<file path="src/design/nlcc_pkg.sv">
// ----------------------------------------------------------------------------
// nlcc_pkg
// Shared constants and helpers for the NMEA line checksum checker.
// ----------------------------------------------------------------------------
package nlcc_pkg;

    localparam int BYTE_W     = 8;
    localparam int NIB_W      = 4;
    localparam int S_DATA_W   = 8;
    localparam int M_DATA_W   = 24;

    localparam logic [BYTE_W-1:0] CH_DOLLAR     = 8'h24;
    localparam logic [BYTE_W-1:0] CH_STAR       = 8'h2A;
    localparam logic [BYTE_W-1:0] CH_NEWLINE    = 8'h0A;
    localparam logic [BYTE_W-1:0] MIN_LINE      = 8'd9;
    localparam logic [BYTE_W-1:0] MAX_LEN_RESET = 8'd128;

    // result word layout, lowest bit first
    localparam int RES_VALID_BIT = 0;
    localparam int RES_LEN_LSB   = 1;
    localparam int RES_CS_LSB    = 9;
    localparam int RES_TRUNC_BIT = 17;
    localparam int RES_USED_W    = 18;

    // ASCII hex digit to value; anything else is 0
    function automatic logic [NIB_W-1:0] hex_value(input logic [BYTE_W-1:0] c);
        logic [BYTE_W-1:0] v;
        v = 8'h00;
        if (c >= 8'h30 && c <= 8'h39) begin
            v = c - 8'h30;
        end else if (c >= 8'h41 && c <= 8'h46) begin
            v = c - 8'h37;
        end else if (c >= 8'h61 && c <= 8'h66) begin
            v = c - 8'h57;
        end
        return v[NIB_W-1:0];
    endfunction

endpackage

</file>
<file path="src/design/nmea_line_checksum_checker_top.sv">
// ----------------------------------------------------------------------------
// nmea_line_checksum_checker_top
// Splits a byte stream into newline-terminated lines and gives one checksum
// verdict per line.
// ----------------------------------------------------------------------------
//  channel | dir | width | contents
//  s_      | in  | 8     | data_byte
//  m_      | out | 24    | line_valid, kept_length, computed_checksum,
//          |     |       | was_truncated, zero fill
//  cfg_    | in  | 8     | max_line_length
//
//  One byte per cycle: the line state updates in the cycle a request is
//  accepted, and a newline loads its verdict into the output register, seen
//  on m_ the next cycle. s_tready is low only while a verdict waits on a low
//  m_tready. Reset (synchronous, aresetn low) clears the line state, drops any
//  pending verdict and sets max_line_length to 128.
// ----------------------------------------------------------------------------
module nmea_line_checksum_checker_top
    import nlcc_pkg::*;
(
    input  logic                aclk,
    input  logic                aresetn,
    input  logic                cfg_wr_en,
    input  logic [BYTE_W-1:0]   cfg_wr_data,
    input  logic                s_tvalid,
    output logic                s_tready,
    input  logic [S_DATA_W-1:0] s_tdata,   // [7:0] data_byte
    output logic                m_tvalid,
    input  logic                m_tready,
    // [0] line_valid, [8:1] kept_length, [16:9] computed_checksum,
    // [17] was_truncated, [23:18] zero
    output logic [M_DATA_W-1:0] m_tdata
);

    logic [BYTE_W-1:0]   max_len_reg;
    logic [BYTE_W-1:0]   count_reg, count_next;
    logic                overlong_reg, overlong_next;
    logic                dollar_reg, dollar_next;
    logic [BYTE_W-1:0]   xor_reg, xor_next;
    logic                star_seen_reg, star_seen_next;
    logic [BYTE_W-1:0]   star_pos_reg, star_pos_next;
    logic [NIB_W-1:0]    hi_nib_reg, hi_nib_next;
    logic [NIB_W-1:0]    lo_nib_reg, lo_nib_next;
    logic                out_valid_reg, out_valid_next;
    logic [M_DATA_W-1:0] out_data_reg, out_data_next;

    logic                in_fire;
    logic [BYTE_W-1:0]   c;
    logic [BYTE_W-1:0]   limit;
    logic                keep;
    logic                star_ok;
    logic [BYTE_W-1:0]   cs;
    logic                line_ok;

    assign s_tready = !out_valid_reg || m_tready;
    assign in_fire  = s_tvalid && s_tready;
    assign c        = s_tdata[BYTE_W-1:0];
    assign limit    = (max_len_reg == '0) ? 8'd1 : max_len_reg;
    assign keep     = count_reg < limit;

    // per-byte line state update
    always_comb begin
        count_next     = count_reg;
        overlong_next  = overlong_reg;
        dollar_next    = dollar_reg;
        xor_next       = xor_reg;
        star_seen_next = star_seen_reg;
        star_pos_next  = star_pos_reg;
        hi_nib_next    = hi_nib_reg;
        lo_nib_next    = lo_nib_reg;
        if (keep) begin
            count_next = count_reg + 8'd1;
            if (count_reg == '0) begin
                dollar_next = (c == CH_DOLLAR);
            end else if (!star_seen_reg) begin
                if (c == CH_STAR) begin
                    star_seen_next = 1'b1;
                    star_pos_next  = count_reg;
                end else begin
                    xor_next = xor_reg ^ c;
                end
            end else if ({1'b0, count_reg} == {1'b0, star_pos_reg} + 9'd1) begin
                hi_nib_next = hex_value(c);
            end else if ({1'b0, count_reg} == {1'b0, star_pos_reg} + 9'd2) begin
                lo_nib_next = hex_value(c);
            end
        end else begin
            overlong_next = 1'b1;
        end
    end

    // verdict from the state as it stands after this byte
    assign star_ok = star_seen_next &&
                     (({1'b0, star_pos_next} + 9'd3) < {1'b0, count_next});
    assign cs      = star_ok ? xor_next : '0;
    assign line_ok = (count_next >= MIN_LINE) && dollar_next && star_ok &&
                     (cs == {hi_nib_next, lo_nib_next});

    always_comb begin
        out_valid_next = out_valid_reg && !m_tready;
        out_data_next  = out_data_reg;
        if (in_fire && c == CH_NEWLINE) begin
            out_valid_next = 1'b1;
            out_data_next  = '0;
            out_data_next[RES_VALID_BIT]                  = line_ok;
            out_data_next[RES_LEN_LSB +: BYTE_W]          = count_next;
            out_data_next[RES_CS_LSB +: BYTE_W]           = cs;
            out_data_next[RES_TRUNC_BIT]                  = overlong_next;
        end
    end

    always_ff @(posedge aclk) begin
        if (!aresetn) begin
            max_len_reg   <= MAX_LEN_RESET;
            count_reg     <= '0;
            overlong_reg  <= 1'b0;
            dollar_reg    <= 1'b0;
            xor_reg       <= '0;
            star_seen_reg <= 1'b0;
            star_pos_reg  <= '0;
            hi_nib_reg    <= '0;
            lo_nib_reg    <= '0;
            out_valid_reg <= 1'b0;
        end else begin
            if (cfg_wr_en) begin
                max_len_reg <= cfg_wr_data;
            end
            out_valid_reg <= out_valid_next;
            if (in_fire) begin
                if (c == CH_NEWLINE) begin
                    count_reg     <= '0;
                    overlong_reg  <= 1'b0;
                    dollar_reg    <= 1'b0;
                    xor_reg       <= '0;
                    star_seen_reg <= 1'b0;
                    star_pos_reg  <= '0;
                    hi_nib_reg    <= '0;
                    lo_nib_reg    <= '0;
                end else begin
                    count_reg     <= count_next;
                    overlong_reg  <= overlong_next;
                    dollar_reg    <= dollar_next;
                    xor_reg       <= xor_next;
                    star_seen_reg <= star_seen_next;
                    star_pos_reg  <= star_pos_next;
                    hi_nib_reg    <= hi_nib_next;
                    lo_nib_reg    <= lo_nib_next;
                end
            end
        end
    end

    always_ff @(posedge aclk) begin
        out_data_reg <= out_data_next;
    end

    assign m_tvalid = out_valid_reg;
    assign m_tdata  = out_data_reg;

endmodule

</file>
<file path="config.mk">
export PLATFORM = sky130hd
export DESIGN_NAME = nmea_line_checksum_checker_top
export DESIGN_NICKNAME = d
export VERILOG_FILES = /design/src/design/nlcc_pkg.sv /design/src/design/nmea_line_checksum_checker_top.sv
export SDC_FILE = /design/constraint.sdc
export NUM_CORES = 1
export LEC_CHECK = 0
export BUFFER_PORTS_ARGS = -buffer_cell sky130_fd_sc_hd__buf_2
export CAP_MARGIN = 5
export CORE_MARGIN = 2
export CORE_UTILIZATION = 60
export CTS_BUF_LIST = sky130_fd_sc_hd__clkbuf_8 sky130_fd_sc_hd__clkbuf_16
export CTS_CLUSTER_SIZE = 40
export DETAILED_ROUTE_END_ITERATION = 7
export HOLD_SLACK_MARGIN = 0.05
export PLACE_DENSITY = 0.81
export REMOVE_ABC_BUFFERS = 1
export SLEW_MARGIN = 20
export SYNTH_ARGS = -nofsm -noshare
export SYNTH_HDL_FRONTEND = slang
export SYNTH_SLANG_ARGS = --single-unit
</file>
<file path="constraint.sdc">
create_clock -name aclk -period 5.95 [get_ports aclk]
set_input_delay 0.2975 -clock aclk [delete_from_list [all_inputs] [get_ports aclk]]
set_output_delay 0.2975 -clock aclk [all_outputs]
set_load 0.01 [all_outputs]
</file>
# [Word level (Yosys, flattened, before mapping)]
# Cells that the tools add are included.
[totals] ff_bits=62 input_bits=21 out_inout_bits=26 wordCells=88
[op_classes] n_addsub=7 n_lt_le_gt_ge=9 n_eq_ne=6 mux=39 bitwise_logic=1 n_reduce_logical=15
[ops] cell="2-to-1 mux 8 bit" count=14
[ops] cell="2-to-1 mux 4 bit" count=14
[ops] cell="adder 8 x 2 -> 9 bit, second input constant" count=2
[ops] cell="equality test 8 x 9 -> 1 bit" count=2
[ops] cell="equality test 8 x 6 -> 1 bit, second input constant" count=2
[ops] cell="greater-or-equal comparator 8 x 7 -> 1 bit, second input constant" count=2
[ops] cell="less-or-equal comparator 8 x 7 -> 1 bit, second input constant" count=2
[ops] cell="logical NOT 8 bit" count=2
[ops] cell="2-to-1 mux 1 bit" count=11
[ops] cell="logical AND 1 bit" count=10
[ops] cell="adder 8 x 1 -> 9 bit, second input constant" count=1
[ops] cell="less-than comparator 9 x 8 -> 1 bit" count=1
[ops] cell="adder 8 x 1 -> 8 bit, second input constant" count=1
[ops] cell="equality test 8 x 4 -> 1 bit, second input constant" count=1
[ops] cell="equality test 8 bit" count=1
[ops] cell="greater-or-equal comparator 8 x 4 -> 1 bit, second input constant" count=1
[ops] cell="greater-or-equal comparator 8 x 6 -> 1 bit, second input constant" count=1
[ops] cell="less-or-equal comparator 8 x 6 -> 1 bit, second input constant" count=1
[ops] cell="less-than comparator 8 bit" count=1
[ops] cell="subtractor 4 x 3 -> 4 bit, second input constant" count=2
[ops] cell="XOR 8 bit" count=1
[ops] cell="subtractor 4 x 1 -> 4 bit, second input constant" count=1
[ops] cell="logical NOT 1 bit" count=2
[ops] cell="logical OR 1 bit" count=1

# [Logic depth before layout (Yosys ltp)]
[depth] ltp_word=12 ltp_mapped=23 depth_no_buf=21

# [Worst setup path after synthesis]
# No wires, ideal clock.
[synth_path] kind="reg2reg" startpoint="register count_reg[1]" endpoint="register out_data_reg[0], in the netlist m_tdata[0], data pin" setup_time_ps=170 arrival_ps=4645 required_ps=5780 path_slack_ps=1135 path_stages_with_launch=23 path_buffers=2 period_less_slack_ps=4815 path_cell_list="dfxtp_1 -> clkbuf_1 -> inv_1 -> ha_1 -> nor4b_1 -> nand2_1 -> nand4_1 -> nor3_2 -> mux2i_1 -> ha_1 -> nor2_1 -> xnor2_1 -> nor2_1 -> a21oi_1 -> ha_1 -> nand2_1 -> nor2_1 -> a2111oi_0 -> o21bai_1 -> or4_1 -> buf_2 -> or3_1 -> nor4_2"
[synth_via] elab_chain_len=10 word_cells_on_any_way=34 classes_between="add/sub: 2; order compare: 3; eq/ne: 3; mux: 21; reduce/logical: 5"
[synth_rtl] item="from (decl)" line_no="nmea_line_checksum_checker_top.sv:36" text="logic [BYTE_W-1:0] count_reg, count_next;"
[synth_rtl] item="from (signal assigned)" line_no="nmea_line_checksum_checker_top.sv:140" text="count_reg <= count_next;"
[synth_rtl] item="branches (longest 9 deep; another with adder 8 x 2 -> 9 bit)"
[synth_rtl] item="logical AND 1 bit (*)" line_no="nmea_line_checksum_checker_top.sv:96" text="assign line_ok = (count_next >= MIN_LINE) && dollar_next && star_ok &&"
[synth_rtl] item="net line_ok" line_no="nmea_line_checksum_checker_top.sv:53" text="logic line_ok;"
[synth_rtl] item="to (signal assigned)" line_no="nmea_line_checksum_checker_top.sv:154" text="out_data_reg <= out_data_next;"
[synth_rtl] item="to (decl)" line_no="nmea_line_checksum_checker_top.sv:45" text="logic [M_DATA_W-1:0] out_data_reg, out_data_next;"
# Mark *: on every way through the listed nets, which the timed path passes.
# A chain may end at the register's enable or synchronous reset.

# [Worst setup path after layout]
[layout_path] startpoint="register count_reg[2]" endpoint="register out_data_reg[0], in the netlist m_tdata[0], data pin"
# The elaborated chain is that of the path after synthesis.

==> impl_metrics.ini <==
[drt]
drc = 0
firstDrtPassIters = 5
dr.max_layer_used = met4
drtIter0Drc = 295
avgViaCountPerCell = 5.93
met1_length_um = 4660
num_vias = 3845
wl_um = 10900
final_antenna_net_count = 0
post_drt_wl_per_cell_um = 16.7
met2_length_um = 5030
dr_wl_met3_um = 891

[die]
io_pins = 47
die-height_um = 89.1
core.rowCount = 31
dieArea_sq_mm = 0.00793
placeableCoreArea_sq_mm = 0.00714
initial_utilization_pct = 60.8
chipWidth_um = 89.1

[power]
p_per_area_mw_per_mm2 = 200
pwr-share-clk_pct = 39.2
switching_share_pct = 28.3
power_frac_comb_pct = 13.6
leakagePower_nw = 1.87
p_sw_w = 0.000271
pwr-share-seq_pct = 47.1
p_int_w = 0.000686
irDropWorstVdd_mv = 0.161

[global_route]
grt_pass1_vias = 3528
overflow = 0
grt_pass1_wl_um = 17600
antenna_found_initial = 0
grt_max_degree = 44
grt_usage_pct = 29.1

[finish]
antenna_cells = 0
area_growth_syn_to_layout_pct = 10.0
design_area_sq_mm = 0.00477
ff_latch_area_sq_mm = 0.00142
n_fill_cell = 594
final_layout_size_suffix_gt1_share_pct = 14.0
fin_cells = 648
multiInputGateArea_sq_mm = 0.00268
fin_nets = 589
largest_reg_flops = 18
post-route-util_pct = 66.9

[synth]
synth_cells = 514
ys_types = 64
ys_warn_count = 0
syn_area_per_cell_sq_um = 8.44
yosys_register_bits = 62
synth-edff-count = 18
synth_async_sr_flop_share_pct = 0
synth_area_sq_mm = 0.00434
ys.flop_type = dfxtp_1
ys_seq_area_share_pct = 32.7

[worst_setup_path]
critPathMaxStageDelay_ps = 650
crit_path_start_kind = flop
worstPathCellList = ha_1 -> o21ai_0 -> a21oi_1 -> o21a_1 -> nor3_2 -> buf_4 -> mux2i_1 -> ha_1 -> nor2_1 -> xnor2_1 -> nor2_1 -> a21oi_1 -> ha_1 -> nand2_1 -> nor2_1 -> a2111oi_0 -> o21bai_1 -> or4_1 -> or3_1 -> nor4_2
path_class = flop to flop
timing.rr.end = m_tdata[0]$_DFFE_PP_
end_kind = flop
crit_arrival_ps = 5570
crit_slowest_cell = dfxtp_1
crit_path_max_fanout = 15
worstPathRequired_ps = 6140
reg2reg_depth = 20
reg2reg_from = count_reg[2]$_SDFFE_PN0P_
reg2reg_slack_ps = 580

[clock_network]
clockRootBuffer = clkbuf_8
numCtsBuffers = 9
clkSinkCount = 62
cts-htree-levels = 3
cts_hold_buf = 0
post_cts.repair.setup_buffers = 0
tritoncts = yes
clk_pin_slew_ps = 80
cts_resized = 0
clk_path_buf_depth = 2
clk-insertion-delay-late_ps = 360

[placed_design]
dp_hpwl_um = 8000
postPlaceCellArea_sq_mm = 0.00458
pre_cts_slack_ps = 658
io_buffers = 40
placed_cells = 632
finalWeightedCongestion = 0.957

[timing]
setup_ws_ps = 577
worst_pin_slew_ps = 923
fin_tns_setup_ps = 0
hold_violations = 0
slew_headroom_pct = 38.3
rsz0062_at_grt = no
period_minus_slack_ps = 5370
setup_viol = 0
drv_slew = 0
fin_crit_sh_pct = 90.3
fmax_mhz = 186
fin_skew_ps = 7.90

[min_path]
holdPathStages = 3
hold_end = max_len_reg[7]$_SDFFE_PN1P_
holdCritStartpoint = cfg_wr_data[7]
hp-class = input pin to flop

[job]
cap_viol_max_count = 0

[status]
run_status = finished clean
==> per-stage QoR <==
| stage | power (W) | hold slack (ps) |
|---|---|---|
| after floorplan | 0.000546 | 396 |
| after global placement | 0.000583 | 447 |
| after detailed placement | 0.000588 | 453 |
| after CTS | 0.000957 | 153 |
| after global routing | 0.000995 | 197 |
| final | 0.000957 | 161 |
==> cells in the final DEF (no fill, tap or decap), types with 3 or more instances in the layout <==
master     n
o211ai_1   4
edfxtp_1  18
a31oi_1    4
dfxtp_1   44
a21o_1     3
o21ai_0   18
nand2b_1   6
buf_2     40
conb_1     6
ha_1      24
nor3_1     9
clkbuf_8   9
nand2_1   62
a21oi_1   28
xor2_1    18
buf_4      7
a211oi_1   4
nand4_1    9
nor4_1     3
inv_1     26
and2_1     8
mux2i_1   24
xnor2_1   25
a21boi_0  11
nor2b_1   27
nor2_1    28
nand3_1   13
nor4_2     3
or3_1      6
a22oi_1   14
==> worst max-delay path, delay by kind of cell, from the launching register on <==
kind	cells	cell delay, ps
muxes	1	390
AOI/OAI and AO/OA	6	1200
buffers and inverters	1	220
xor gates and xnor gates	1	140
adders and majority gates	3	890
and+or+nand+nor	8	1710
DFF	1	650
==> cell type report <==
class / count / share of cell area (%)
Multi-Input combinational cell: 397 / 56.1
Sequential cell: 62 / 29.8
Tap cell: 99 / 2.59
Clock buffer: 9 / 2.59
Inverter: 27 / 2.12
Timing Repair Buffer: 47 / 5.29
Clock inverter: 7 / 1.52
==> routing by layer <==
metal  vias up  GRT usage (%)
li1       1843              -
met1      1785           39.6
met2       189           45.3
met3        28           6.56
met4         0           11.4
met5         -              0
==> how the worst max path moves through the flow <==
| stage | start | endpoint | depth (start not counted) |
|---|---|---|---|
| 2_1_floorplan | count_reg[3]$_SDFFE_PN0P_ | m_tdata[0]$_DFFE_PP_ | 18 |
| 3_3_place_gp | count_reg[2]$_SDFFE_PN0P_ | m_tdata[0]$_DFFE_PP_ | 20 |
| 3_5_place_dp | count_reg[2]$_SDFFE_PN0P_ | m_tdata[0]$_DFFE_PP_ | 20 |
| 4_1_cts | count_reg[2]$_SDFFE_PN0P_ | m_tdata[0]$_DFFE_PP_ | 20 |
| 5_1_grt | count_reg[2]$_SDFFE_PN0P_ | m_tdata[0]$_DFFE_PP_ | 20 |
| 6_report | count_reg[2]$_SDFFE_PN0P_ | m_tdata[0]$_DFFE_PP_ | 20 |
==> cell usage after synthesis, drive strengths merged, types with 2 or more instances <==
| cell | count | area share (%) |
|---|---|---|
| or3 | 6 | 0.86 |
| ha | 24 | 6.9 |
| clkbuf | 18 | 1.6 |
| a2111oi | 3 | 0.63 |
| a22oi | 14 | 2.4 |
| o21ai | 20 | 2.3 |
| a211oi | 6 | 1.4 |
| a21oi | 28 | 3.2 |
| nor3 | 11 | 1.5 |
| nand3 | 13 | 1.5 |
| inv | 27 | 2.3 |
| o21bai | 2 | 0.35 |
| nand2b | 6 | 0.86 |
| and2 | 9 | 1.3 |
| edfxtp | 18 | 12 |
| xor2 | 18 | 3.6 |
| xnor2 | 25 | 5.0 |
| or2 | 2 | 0.29 |
| buf | 15 | 2.1 |
| a21o | 3 | 0.52 |
| a21boi | 12 | 2.1 |
| o21a | 2 | 0.35 |
| dfxtp | 44 | 20 |
| nor3b | 2 | 0.35 |
| nor2b | 27 | 3.9 |
| mux2i | 24 | 5.5 |
| o211ai | 4 | 0.69 |
| nand2 | 62 | 5.4 |
| nor2 | 29 | 2.6 |
| mux2 | 3 | 0.78 |
| nor4 | 6 | 1.3 |
| nand4 | 9 | 1.3 |
| a31oi | 4 | 0.58 |
==> power by group through the flow <==
| stage | Sequential (W) | Combinational, W | Clock [W] |
|---|---|---|---|
| finish | 0.000451 | 0.000130 | 0.000375 |
| global route | 0.000452 | 0.000144 | 0.000399 |
| CTS | 0.000451 | 0.000128 | 0.000377 |
| detailed placement | 0.000461 | 0.000127 | 0 |
| global placement | 0.000460 | 0.000123 | 0 |
| floorplan | 0.000458 | 0.0000887 | 0 |
==> kinds of logic (layout without fill, tap and decap cells) <==
family / Yosys count / count (layout) / share of synthesized area (%)
AOI/OAI and AO/OA: 107 / 107 / 16.5
xor gates and xnor gates: 43 / 43 / 8.68
adders and majority gates: 24 / 24 / 6.92
buffers and inverters: 60 / 90 / 5.97
DFF: 62 / 62 / 32.7
muxes: 27 / 27 / 6.31
other: 1 / 6 / 0.0864
and+or+nand+nor: 190 / 190 / 22.7
Power figures use the tool's default switching activity.
